**src/hw/rtl/button_mode_controller_macros.svh**
```systemverilog
// Assertion macros for the button mode controller RTL.
// Define NO_ASSERTIONS to compile every check away; no other dependencies.
`ifndef BUTTON_MODE_CONTROLLER_MACROS_SVH
`define BUTTON_MODE_CONTROLLER_MACROS_SVH

`ifndef NO_ASSERTIONS
// Same-cycle implication, sampled on clk, off while rst_n is low.
`define BMC_ASSERT_IMPL(label, ante, cons, msg) \
  label: assert property (@(posedge clk) disable iff (!rst_n) (ante) |-> (cons)) \
    else $error(msg);
// Next-cycle implication, sampled on clk, off while rst_n is low.
`define BMC_ASSERT_NEXT(label, ante, cons, msg) \
  label: assert property (@(posedge clk) disable iff (!rst_n) (ante) |=> (cons)) \
    else $error(msg);
`else
`define BMC_ASSERT_IMPL(label, ante, cons, msg)
`define BMC_ASSERT_NEXT(label, ante, cons, msg)
`endif

`endif

```
**src/hw/rtl/bmc_pkg.sv**
```systemverilog
// Shared types, mode codes and color lookup for the button mode controller.
// No dependencies.
package bmc_pkg;

  localparam logic [2:0] MD_OFF   = 3'd0;
  localparam logic [2:0] MD_STD   = 3'd1;
  localparam logic [2:0] MD_CFG   = 3'd2;
  localparam logic [2:0] MD_MAINT = 3'd3;
  localparam logic [2:0] MD_ECO   = 3'd4;

  localparam logic [1:0] REG_HOLD_MS        = 2'd0;
  localparam logic [1:0] REG_LOG_INTERVAL   = 2'd1;
  localparam logic [1:0] REG_CONFIG_TIMEOUT = 2'd2;

  localparam logic [15:0] HOLD_MS_RST        = 16'd5000;
  localparam logic [15:0] LOG_INTERVAL_RST   = 16'd10;
  localparam logic [15:0] CONFIG_TIMEOUT_RST = 16'd180;
  localparam logic [15:0] HOLD_MAX           = 16'hFFFF;

  localparam int Q_DEPTH = 3;

  typedef struct packed {
    logic second_tick;
    logic green_pressed;
    logic red_pressed;
  } item_t;

  typedef struct packed {
    logic [7:0] led_blue;
    logic [7:0] led_green;
    logic [7:0] led_red;
    logic       acquire;
    logic       mode_changed;
    logic [2:0] mode_now;
  } res_t;

  typedef struct packed {
    logic [1:0] count;
  } q_stat_t;

  typedef struct packed {
    logic [7:0] r;
    logic [7:0] g;
    logic [7:0] b;
  } color_t;

  function automatic color_t mode_color(input logic [2:0] mode);
    color_t c;
    case (mode)
      MD_STD:   c = '{r: 8'd0,   g: 8'd255, b: 8'd0};
      MD_CFG:   c = '{r: 8'd255, g: 8'd255, b: 8'd0};
      MD_MAINT: c = '{r: 8'd255, g: 8'd80,  b: 8'd0};
      MD_ECO:   c = '{r: 8'd0,   g: 8'd0,   b: 8'd255};
      default:  c = '{r: 8'd0,   g: 8'd0,   b: 8'd0};
    endcase
    return c;
  endfunction

endpackage

```
**src/hw/rtl/button_mode_controller.sv**
```systemverilog
// Button mode controller: an accepted input transaction is loaded into the input
// register, then the mode logic writes its result into a 3-entry result queue,
// which drives out_tvalid; one transaction per cycle while in_tready is high.
// in_tready drops only when the queue and the input register hold three results.
// Synchronous active-low reset: mode off, prior mode standard, counters and flags
// cleared, registers at 5000 ms / 10 s / 180 s, queue empty.
`include "button_mode_controller_macros.svh"

module button_mode_controller import bmc_pkg::*; (
  input  logic        clk,
  input  logic        rst_n,
  // input stream
  input  logic        in_tvalid,
  output logic        in_tready,
  input  logic [7:0]  in_tdata,   // [0] red_pressed, [1] green_pressed, [2] second_tick
  // result stream
  output logic        out_tvalid,
  input  logic        out_tready,
  output logic [31:0] out_tdata,  // [2:0] mode_now, [3] mode_changed, [4] acquire,
                                  // [12:5] led_red, [20:13] led_green, [28:21] led_blue
  // configuration writes
  input  logic        cfg_we,
  input  logic [1:0]  cfg_index,
  input  logic [15:0] cfg_data
);

  // Configuration registers; index 3 is ignored.
  logic [15:0] hold_ms_r, log_interval_r, config_timeout_r;

  always_ff @(posedge clk) begin
    if (!rst_n) begin
      hold_ms_r        <= HOLD_MS_RST;
      log_interval_r   <= LOG_INTERVAL_RST;
      config_timeout_r <= CONFIG_TIMEOUT_RST;
    end else if (cfg_we) begin
      case (cfg_index)
        REG_HOLD_MS:        hold_ms_r        <= cfg_data;
        REG_LOG_INTERVAL:   log_interval_r   <= cfg_data;
        REG_CONFIG_TIMEOUT: config_timeout_r <= cfg_data;
        default: ;
      endcase
    end
  end

  // Input register. It always drains into the queue the next cycle, so the
  // queue only needs a free slot reserved for what sits here.
  logic    s1_valid_r;
  item_t   s1_item_r;
  logic    in_accept;
  q_stat_t q_stat;
  logic [2:0] occupancy;

  assign occupancy = {1'b0, q_stat.count} + {2'b0, s1_valid_r};
  assign in_tready = (occupancy < 3'(Q_DEPTH));
  assign in_accept = in_tvalid && in_tready;

  always_ff @(posedge clk) begin
    if (!rst_n) begin
      s1_valid_r <= 1'b0;
    end else begin
      s1_valid_r <= in_accept;
    end
  end

  always_ff @(posedge clk) begin
    if (in_accept) s1_item_r <= item_t'(in_tdata[2:0]);
  end

  // Long-press detectors, one per button.
  logic red_fire, green_fire;

  bmc_press_detect u_red_press (
    .clk     (clk),
    .rst_n   (rst_n),
    .en      (s1_valid_r),
    .level   (s1_item_r.red_pressed),
    .hold_ms (hold_ms_r),
    .fire    (red_fire)
  );

  bmc_press_detect u_green_press (
    .clk     (clk),
    .rst_n   (rst_n),
    .en      (s1_valid_r),
    .level   (s1_item_r.green_pressed),
    .hold_ms (hold_ms_r),
    .fire    (green_fire)
  );

  // Mode state machine and timers.
  res_t core_res;

  bmc_mode_core u_core (
    .clk              (clk),
    .rst_n            (rst_n),
    .en               (s1_valid_r),
    .item             (s1_item_r),
    .red_fire         (red_fire),
    .green_fire       (green_fire),
    .log_interval_s   (log_interval_r),
    .config_timeout_s (config_timeout_r),
    .res              (core_res)
  );

  // Result queue feeding the output stream.
  res_t q_data;

  bmc_out_queue u_queue (
    .clk       (clk),
    .rst_n     (rst_n),
    .push      (s1_valid_r),
    .push_data (core_res),
    .out_valid (out_tvalid),
    .out_ready (out_tready),
    .out_data  (q_data),
    .stat      (q_stat)
  );

  assign out_tdata = {3'b000, q_data};

  // Checks
  `BMC_ASSERT_IMPL(a_no_overflow, 1'b1, occupancy <= 3'(Q_DEPTH), "result queue overflow")
  `BMC_ASSERT_NEXT(a_accept_loads, in_accept, s1_valid_r, "accepted transaction not registered")
  `BMC_ASSERT_IMPL(a_acq_mode, s1_valid_r && core_res.acquire, core_res.mode_now != MD_CFG && core_res.mode_now != MD_OFF, "acquire raised in config or off mode")

endmodule

```
**src/hw/rtl/bmc_press_detect.sv**
```systemverilog
// Long-press detector for one button: saturating hold counter, tracking and fired bits.
// Depends on bmc_pkg.
module bmc_press_detect import bmc_pkg::*; (
  input  logic        clk,
  input  logic        rst_n,
  input  logic        en,        // one item processed this cycle
  input  logic        level,
  input  logic [15:0] hold_ms,
  output logic        fire
);

  logic [15:0] count_r, count_nxt;
  logic        tracking_r, tracking_nxt;
  logic        fired_r, fired_nxt;

  always_comb begin
    count_nxt    = 16'd0;
    tracking_nxt = 1'b0;
    fired_nxt    = 1'b0;
    fire         = 1'b0;
    if (en && level) begin
      tracking_nxt = 1'b1;
      if (!tracking_r) begin
        count_nxt = 16'd0;
      end else if (count_r != HOLD_MAX) begin
        count_nxt = count_r + 16'd1;
      end else begin
        count_nxt = count_r;
      end
      fire      = !fired_r && (count_nxt > hold_ms);
      fired_nxt = fired_r || fire;
    end else if (!en) begin
      count_nxt    = count_r;
      tracking_nxt = tracking_r;
      fired_nxt    = fired_r;
    end
  end

  always_ff @(posedge clk) begin
    if (!rst_n) begin
      count_r    <= 16'd0;
      tracking_r <= 1'b0;
      fired_r    <= 1'b0;
    end else begin
      count_r    <= count_nxt;
      tracking_r <= tracking_nxt;
      fired_r    <= fired_nxt;
    end
  end

endmodule

```
**src/hw/rtl/bmc_mode_core.sv**
```systemverilog
// Mode state, second timers and pending flags; builds one result per processed item.
// Depends on bmc_pkg; button fire flags come from bmc_press_detect.
module bmc_mode_core import bmc_pkg::*; (
  input  logic        clk,
  input  logic        rst_n,
  input  logic        en,
  input  item_t       item,
  input  logic        red_fire,
  input  logic        green_fire,
  input  logic [15:0] log_interval_s,
  input  logic [15:0] config_timeout_s,
  output res_t        res
);

  logic [2:0]  mode_r, mode_nxt;
  logic [2:0]  prior_r, prior_nxt;
  logic [15:0] cfg_sec_r, cfg_sec_nxt;
  logic [16:0] data_sec_r, data_sec_nxt;
  logic        ret_pend_r, ret_pend_nxt;
  logic        acq_pend_r, acq_pend_nxt;

  logic        changed;
  logic        acq;
  logic [16:0] wait_s;
  logic        slow;
  color_t      col;

  assign slow   = (mode_r == MD_ECO) || (mode_r == MD_MAINT && prior_r == MD_ECO);
  assign wait_s = slow ? {log_interval_s, 1'b0} : {1'b0, log_interval_s};

  always_comb begin
    mode_nxt     = mode_r;
    prior_nxt    = prior_r;
    cfg_sec_nxt  = cfg_sec_r;
    data_sec_nxt = data_sec_r;
    ret_pend_nxt = ret_pend_r;
    acq_pend_nxt = acq_pend_r;
    changed      = 1'b0;
    acq          = 1'b0;

    // second tick first
    if (item.second_tick && mode_r != MD_OFF) begin
      if (mode_r == MD_CFG) begin
        cfg_sec_nxt = cfg_sec_r + 16'd1;
        if (cfg_sec_nxt >= config_timeout_s) begin
          cfg_sec_nxt  = 16'd0;
          ret_pend_nxt = 1'b1;
        end
      end else begin
        data_sec_nxt = data_sec_r + 17'd1;
        if (data_sec_nxt >= wait_s) begin
          data_sec_nxt = 17'd0;
          acq_pend_nxt = 1'b1;
        end
      end
    end

    if (red_fire) begin
      if (mode_nxt == MD_MAINT) begin
        mode_nxt = prior_r;
      end else begin
        prior_nxt = mode_nxt;
        mode_nxt  = MD_MAINT;
      end
      changed = 1'b1;
    end

    if (green_fire) begin
      if (mode_nxt == MD_ECO) begin
        mode_nxt = MD_STD;
        changed  = 1'b1;
      end else if (mode_nxt == MD_STD) begin
        mode_nxt = MD_ECO;
        changed  = 1'b1;
      end
    end

    if (mode_nxt == MD_OFF) begin
      if (item.red_pressed) begin
        mode_nxt = MD_CFG;
        changed  = 1'b1;
      end else if (item.green_pressed) begin
        mode_nxt = MD_STD;
        changed  = 1'b1;
      end
    end else begin
      if (mode_nxt == MD_CFG && ret_pend_nxt) begin
        ret_pend_nxt = 1'b0;
        mode_nxt     = MD_STD;
        changed      = 1'b1;
      end
      if (acq_pend_nxt && mode_nxt != MD_CFG) begin
        acq_pend_nxt = 1'b0;
        acq          = 1'b1;
      end
    end

    // every mode set restarts both second counters
    if (changed) begin
      cfg_sec_nxt  = 16'd0;
      data_sec_nxt = 17'd0;
    end
  end

  assign col = mode_color(mode_nxt);

  always_comb begin
    res.mode_now     = mode_nxt;
    res.mode_changed = changed;
    res.acquire      = acq;
    res.led_red      = col.r;
    res.led_green    = col.g;
    res.led_blue     = col.b;
  end

  always_ff @(posedge clk) begin
    if (!rst_n) begin
      mode_r     <= MD_OFF;
      prior_r    <= MD_STD;
      cfg_sec_r  <= 16'd0;
      data_sec_r <= 17'd0;
      ret_pend_r <= 1'b0;
      acq_pend_r <= 1'b0;
    end else if (en) begin
      mode_r     <= mode_nxt;
      prior_r    <= prior_nxt;
      cfg_sec_r  <= cfg_sec_nxt;
      data_sec_r <= data_sec_nxt;
      ret_pend_r <= ret_pend_nxt;
      acq_pend_r <= acq_pend_nxt;
    end
  end

endmodule

```
**src/hw/rtl/bmc_out_queue.sv**
```systemverilog
// Three-entry result queue that decouples the result channel from processing.
// Depends on bmc_pkg.
module bmc_out_queue import bmc_pkg::*; (
  input  logic    clk,
  input  logic    rst_n,
  input  logic    push,
  input  res_t    push_data,
  output logic    out_valid,
  input  logic    out_ready,
  output res_t    out_data,
  output q_stat_t stat
);

  localparam logic [1:0] LAST = 2'(Q_DEPTH - 1);

  res_t       mem_r [Q_DEPTH];
  logic [1:0] wr_ptr_r, wr_ptr_nxt;
  logic [1:0] rd_ptr_r, rd_ptr_nxt;
  logic [1:0] count_r, count_nxt;
  logic       pop;

  assign out_valid  = (count_r != 2'd0);
  assign pop        = out_valid && out_ready;
  assign out_data   = mem_r[rd_ptr_r];
  assign stat.count = count_r;

  always_comb begin
    wr_ptr_nxt = wr_ptr_r;
    rd_ptr_nxt = rd_ptr_r;
    if (push) wr_ptr_nxt = (wr_ptr_r == LAST) ? 2'd0 : wr_ptr_r + 2'd1;
    if (pop)  rd_ptr_nxt = (rd_ptr_r == LAST) ? 2'd0 : rd_ptr_r + 2'd1;
    count_nxt = count_r + {1'b0, push} - {1'b0, pop};
  end

  always_ff @(posedge clk) begin
    if (push) mem_r[wr_ptr_r] <= push_data;
  end

  always_ff @(posedge clk) begin
    if (!rst_n) begin
      wr_ptr_r <= 2'd0;
      rd_ptr_r <= 2'd0;
      count_r  <= 2'd0;
    end else begin
      wr_ptr_r <= wr_ptr_nxt;
      rd_ptr_r <= rd_ptr_nxt;
      count_r  <= count_nxt;
    end
  end

endmodule

```
**config.mk**
```make
export PLATFORM = sky130hd
export DESIGN_NAME = button_mode_controller
export DESIGN_NICKNAME = d
export VERILOG_FILES = /design/src/hw/rtl/bmc_pkg.sv /design/src/hw/rtl/button_mode_controller.sv /design/src/hw/rtl/bmc_press_detect.sv /design/src/hw/rtl/bmc_mode_core.sv /design/src/hw/rtl/bmc_out_queue.sv
export VERILOG_INCLUDE_DIRS = /design/src /design/src/hw/rtl
export SDC_FILE = /design/constraint.sdc
export NUM_CORES = 1
export LEC_CHECK = 0
export BUFFER_PORTS_ARGS = -buffer_cell sky130_fd_sc_hd__buf_2
export CAP_MARGIN = 20
export CORE_UTILIZATION = 40
export CTS_CLUSTER_SIZE = 10
export DETAILED_ROUTE_END_ITERATION = 16
export PLACE_DENSITY_LB_ADDON = 0.15
export SYNTH_ARGS = -nofsm -noshare
export SYNTH_HDL_FRONTEND = slang
export SYNTH_SLANG_ARGS = --single-unit
```
**constraint.sdc**
```tcl
create_clock -name clk -period 3.9 [get_ports clk]
set_input_delay 0 -clock clk [delete_from_list [all_inputs] [get_ports clk]]
set_output_delay 0 -clock clk [all_outputs]
set_load 0.01 [all_outputs]
```
==> out/qor.csv <==
stage;metric;value;unit
status;status;finished with violations;
status;failing checks;negative hold slack, negative setup slack;
grt;first-pass GRT wire length;42.8;mm
floorplanning;die area;0.0250;mm²
power;P_leak;0.00512;µW
grt;initial antenna violation count;0;
yosys;Synth Area per Inst;8.46;µm²
yosys;top post-synthesis cells by area;dfxtp_1, ha_1, edfxtp_1;
sta;WHS;-0.0256;ns
yosys;Synth area leader;dfxtp_1;
place;dpl hpwl;18.7;mm
yosys;post-synthesis cell area;0.00973;mm²
power;Max rail drop VDD;253;µV
layout;layout cells sized above 1;0.259;
sta;fin crit period;4.13;ns
sta;final setup TNS;-8.19;ns
setup_path;crit path kind;register to register;
sta;worst slew pin tran;0.836;ns
sta;# setup viols final;56;
setup_path;slowest CP cell;or4_4;
run;Max Cap Violations;0;
yosys;Netlist cell types;78;
drt;Initial DRC Count;383;
grt;pin count of the biggest net entering global routing;45;
drt;routed len/inst;15.6;µm
yosys;Post-synth top flop;dfxtp_1;
yosys;post-synthesis register bit count;164;
power;PD cells;338;mW/mm²
yosys;Yosys top cell area share;0.276;
grt;GRT Util Overall;0.218;
setup_path;Critical Path RT;4.22;ns
floorplanning;Die Wd;158;µm
setup_path;Worst EP arrival;4.45;ns
layout;fin nets;1444;
floorplanning;Core Footprint;0.0237;mm²
yosys;Mapped Cells;1151;
clock_network;clk root buf;clkbuf_16;
clock_network;clk_lat worst skew;0.44;ns
grt;global route overflow;0;
sta;period utilization;1.06;
clock_network;Reg clk slew, reported paths;0.06;ns
drt;routed via count;8900;
drt;Detailed Routing Iterations Pass 1;5;
sta;Rel. slew slack;0.441;
setup_path;CP Launch Type;register;
sta;Fmax;242;MHz
layout;area grow syn2layout;28.7;%
sta;Setup Skew;0.0119;ns
clock_network;CTS tree;yes;
floorplanning;Initial Util;0.411;
setup_path;CP peak stage delay;0.46;ns
yosys;sequential share of the synthesized area;0.368;
grt;vias in the first global route;8543;
hold_path;HP Class;input pin to register;
sta;final-report max-slew violation count;0;
setup_path;crit path capture type;register;
floorplanning;num rows;56;
sta;Setup WS post-layout;-0.225;ns
floorplanning;Die H;158;µm
sta;RSZ-0062 raised after global routing;yes;
drt;Post-DRT Antenna Nets;0;
place;placed cell count;1597;
drt;Routed WL;26.1;mm
yosys;Synth Warn #;0;
sta;Fin. Hold Viols;3;
clock_network;H-tree depth;4;
setup_path;CP max FO;8;
place;I/O Buffers;56;
clock_network;Inserted Clock Buffers;17;
clock_network;CTS max path bufs;2;
yosys;Synth async-reset ratio;0;
layout;Layout Cells excl Fill;1672;
drt;vias per inst;5.32;
yosys;Post-synth EDFFs;30;
setup_path;CP cell instances;nand4_1, nor4_4, buf_4, a21oi_4, buf_4, nand3_1, xor2_2, nor2_1, ha_1, nand4_1, or4_4, a21oi_4, o31a_4, nand2_8, buf_6, a311oi_4, buf_6, nor2_4, a221o_1;
layout;# diodes;0;
drt;drt drc;0;
floorplanning;I/O pin total;65;
place;Placer Congestion;0.846;
clock_network;clock sink total;164;
registers in the layout, indices dropped and copies added (netlist names), 2 cells and up, named ones only:
signal,flops
u_red_press.count_r,16
u_core.cfg_sec_r,16
u_core.prior_r,3
config_timeout_r,16
u_queue.mem_r,27
s1_item_r,3
u_core.data_sec_r,17
u_queue.wr_ptr_r,2
u_queue.rd_ptr_r,2
hold_ms_r,16
u_queue.stat,2
u_core.mode_r,3
u_green_press.count_r,16
log_interval_r,16
path summary, 6_finish.rpt:
path                                              from                           endpoint  slack, ns  depth (start not counted)
setup / recovery  u_red_press.count_r[10]$_SDFFE_PN0P_  u_core.cfg_sec_r[13]$_SDFFE_PN0P_      -0.23                         19
hold / removal                            cfg_index[1]          hold_ms_r[5]$_SDFFE_PN0P_      -0.03                          4
setup reg to reg  u_red_press.count_r[10]$_SDFFE_PN0P_  u_core.cfg_sec_r[13]$_SDFFE_PN0P_      -0.23                         19
hold reg to reg      config_timeout_r[14]$_SDFFE_PN0P_  config_timeout_r[14]$_SDFFE_PN0P_       0.46                          2
metrics by stage:
step	util	hold slack [ns]	cell area, µm²	total power, µW	worst slack (ns)
after floorplan	-	0.0989	9810	2360	-0.0749
after global placement	0.474	0.182	11200	2550	-0.330
after detailed placement	0.474	0.180	11200	2560	-0.402
after CTS	0.524	0.0364	12400	4260	-0.171
after global routing	0.529	0.00618	12500	4440	-0.459
final	0.529	-0.0256	12500	4240	-0.225
cell usage after synthesis (all sizes together), types with 7 or more instances:
library cell / instances
nor3b: 7
buf: 32
xor2: 16
nor3: 32
edfxtp: 30
clkbuf: 45
or2: 10
nand3: 42
o21ai: 29
and3: 12
nand4: 16
nand2: 179
dfxtp: 134
nor2: 96
o211ai: 12
a31oi: 7
nor4: 22
a21oi: 103
mux2i: 28
xnor2: 32
ha: 73
a22oi: 8
inv: 50
nor2b: 10
and2: 15
a221o: 21
a211oi: 9
layout make-up:
class / count / area, µm²
fill: 2267 / 11200
clock inverter: 13 / 120
sequential: 164 / 3600
timing repair buffer: 243 / 1830
inverter: 52 / 195
tap: 319 / 399
multi-input combinational: 862 / 5950
clock buffer: 19 / 443
placed cells by master, fill, tap and decap left out, drive strengths merged, types with 5 or more instances in the layout:
cell type	n
nor2b	10
mux2i	28
a32o	5
nand2	179
nand3	42
o21ai	29
nor3b	7
nor2	98
xor2	16
nor3	32
a221o	21
nand4	16
a31oi	7
o211ai	12
a211oi	9
a21o	6
buf	222
nand2b	6
and2	15
inv	59
xnor2	32
or3	6
nor4	22
or4	5
clkbuf	19
a21oi	103
or2	10
dlygate4sd3	21
edfxtp	30
dfxtp	134
a22o	6
ha	73
and3	12
a22oi	8
layer usage:
layer / share of wire / routed length, µm / global-route usage
met1: 0.47 / 12400 / 0.284
met2: 0.47 / 12300 / 0.372
met3: 0.039 / 1020 / 0.0323
met4: 0.015 / 395 / 0.0646
met5: 0 / 0 / 0
where the power goes:
group          internal (µW)  switching (µW)
Combinational            303             436
Clock                    906             740
Sequential              1790            60.4
Total                   3000            1240
cells by family after synthesis:
kind of cell	Yosys count	share of synthesized area
adders and majority gates	73	0.0938
AOI/OAI and AO/OA	236	0.168
other	1	0.000385
and+or+nand+nor	468	0.231
buffers and inverters	129	0.0618
DFF	164	0.368
muxes	32	0.0338
xor gates and xnor gates	48	0.0432
critical path, delay by kind of cell (launching register included):
kind | cells | cell delay [ns]
buffers and inverters | 4 | 0.71
DFF | 1 | 0.33
xor gates and xnor gates | 1 | 0.17
AOI/OAI and AO/OA | 5 | 1.00
and+or+nand+nor | 8 | 1.48
adders and majority gates | 1 | 0.30
timing repair:
action,CTS,global route
endpoints found under the hold margin,57,0
hold buffers,21,0
buffers inserted,17,5
setup endpoints to repair,60,62
gates resized for setup,63,17
pin swaps,65,10
cloned,2,0
Note: power is estimated with default switching activity, not from simulation.
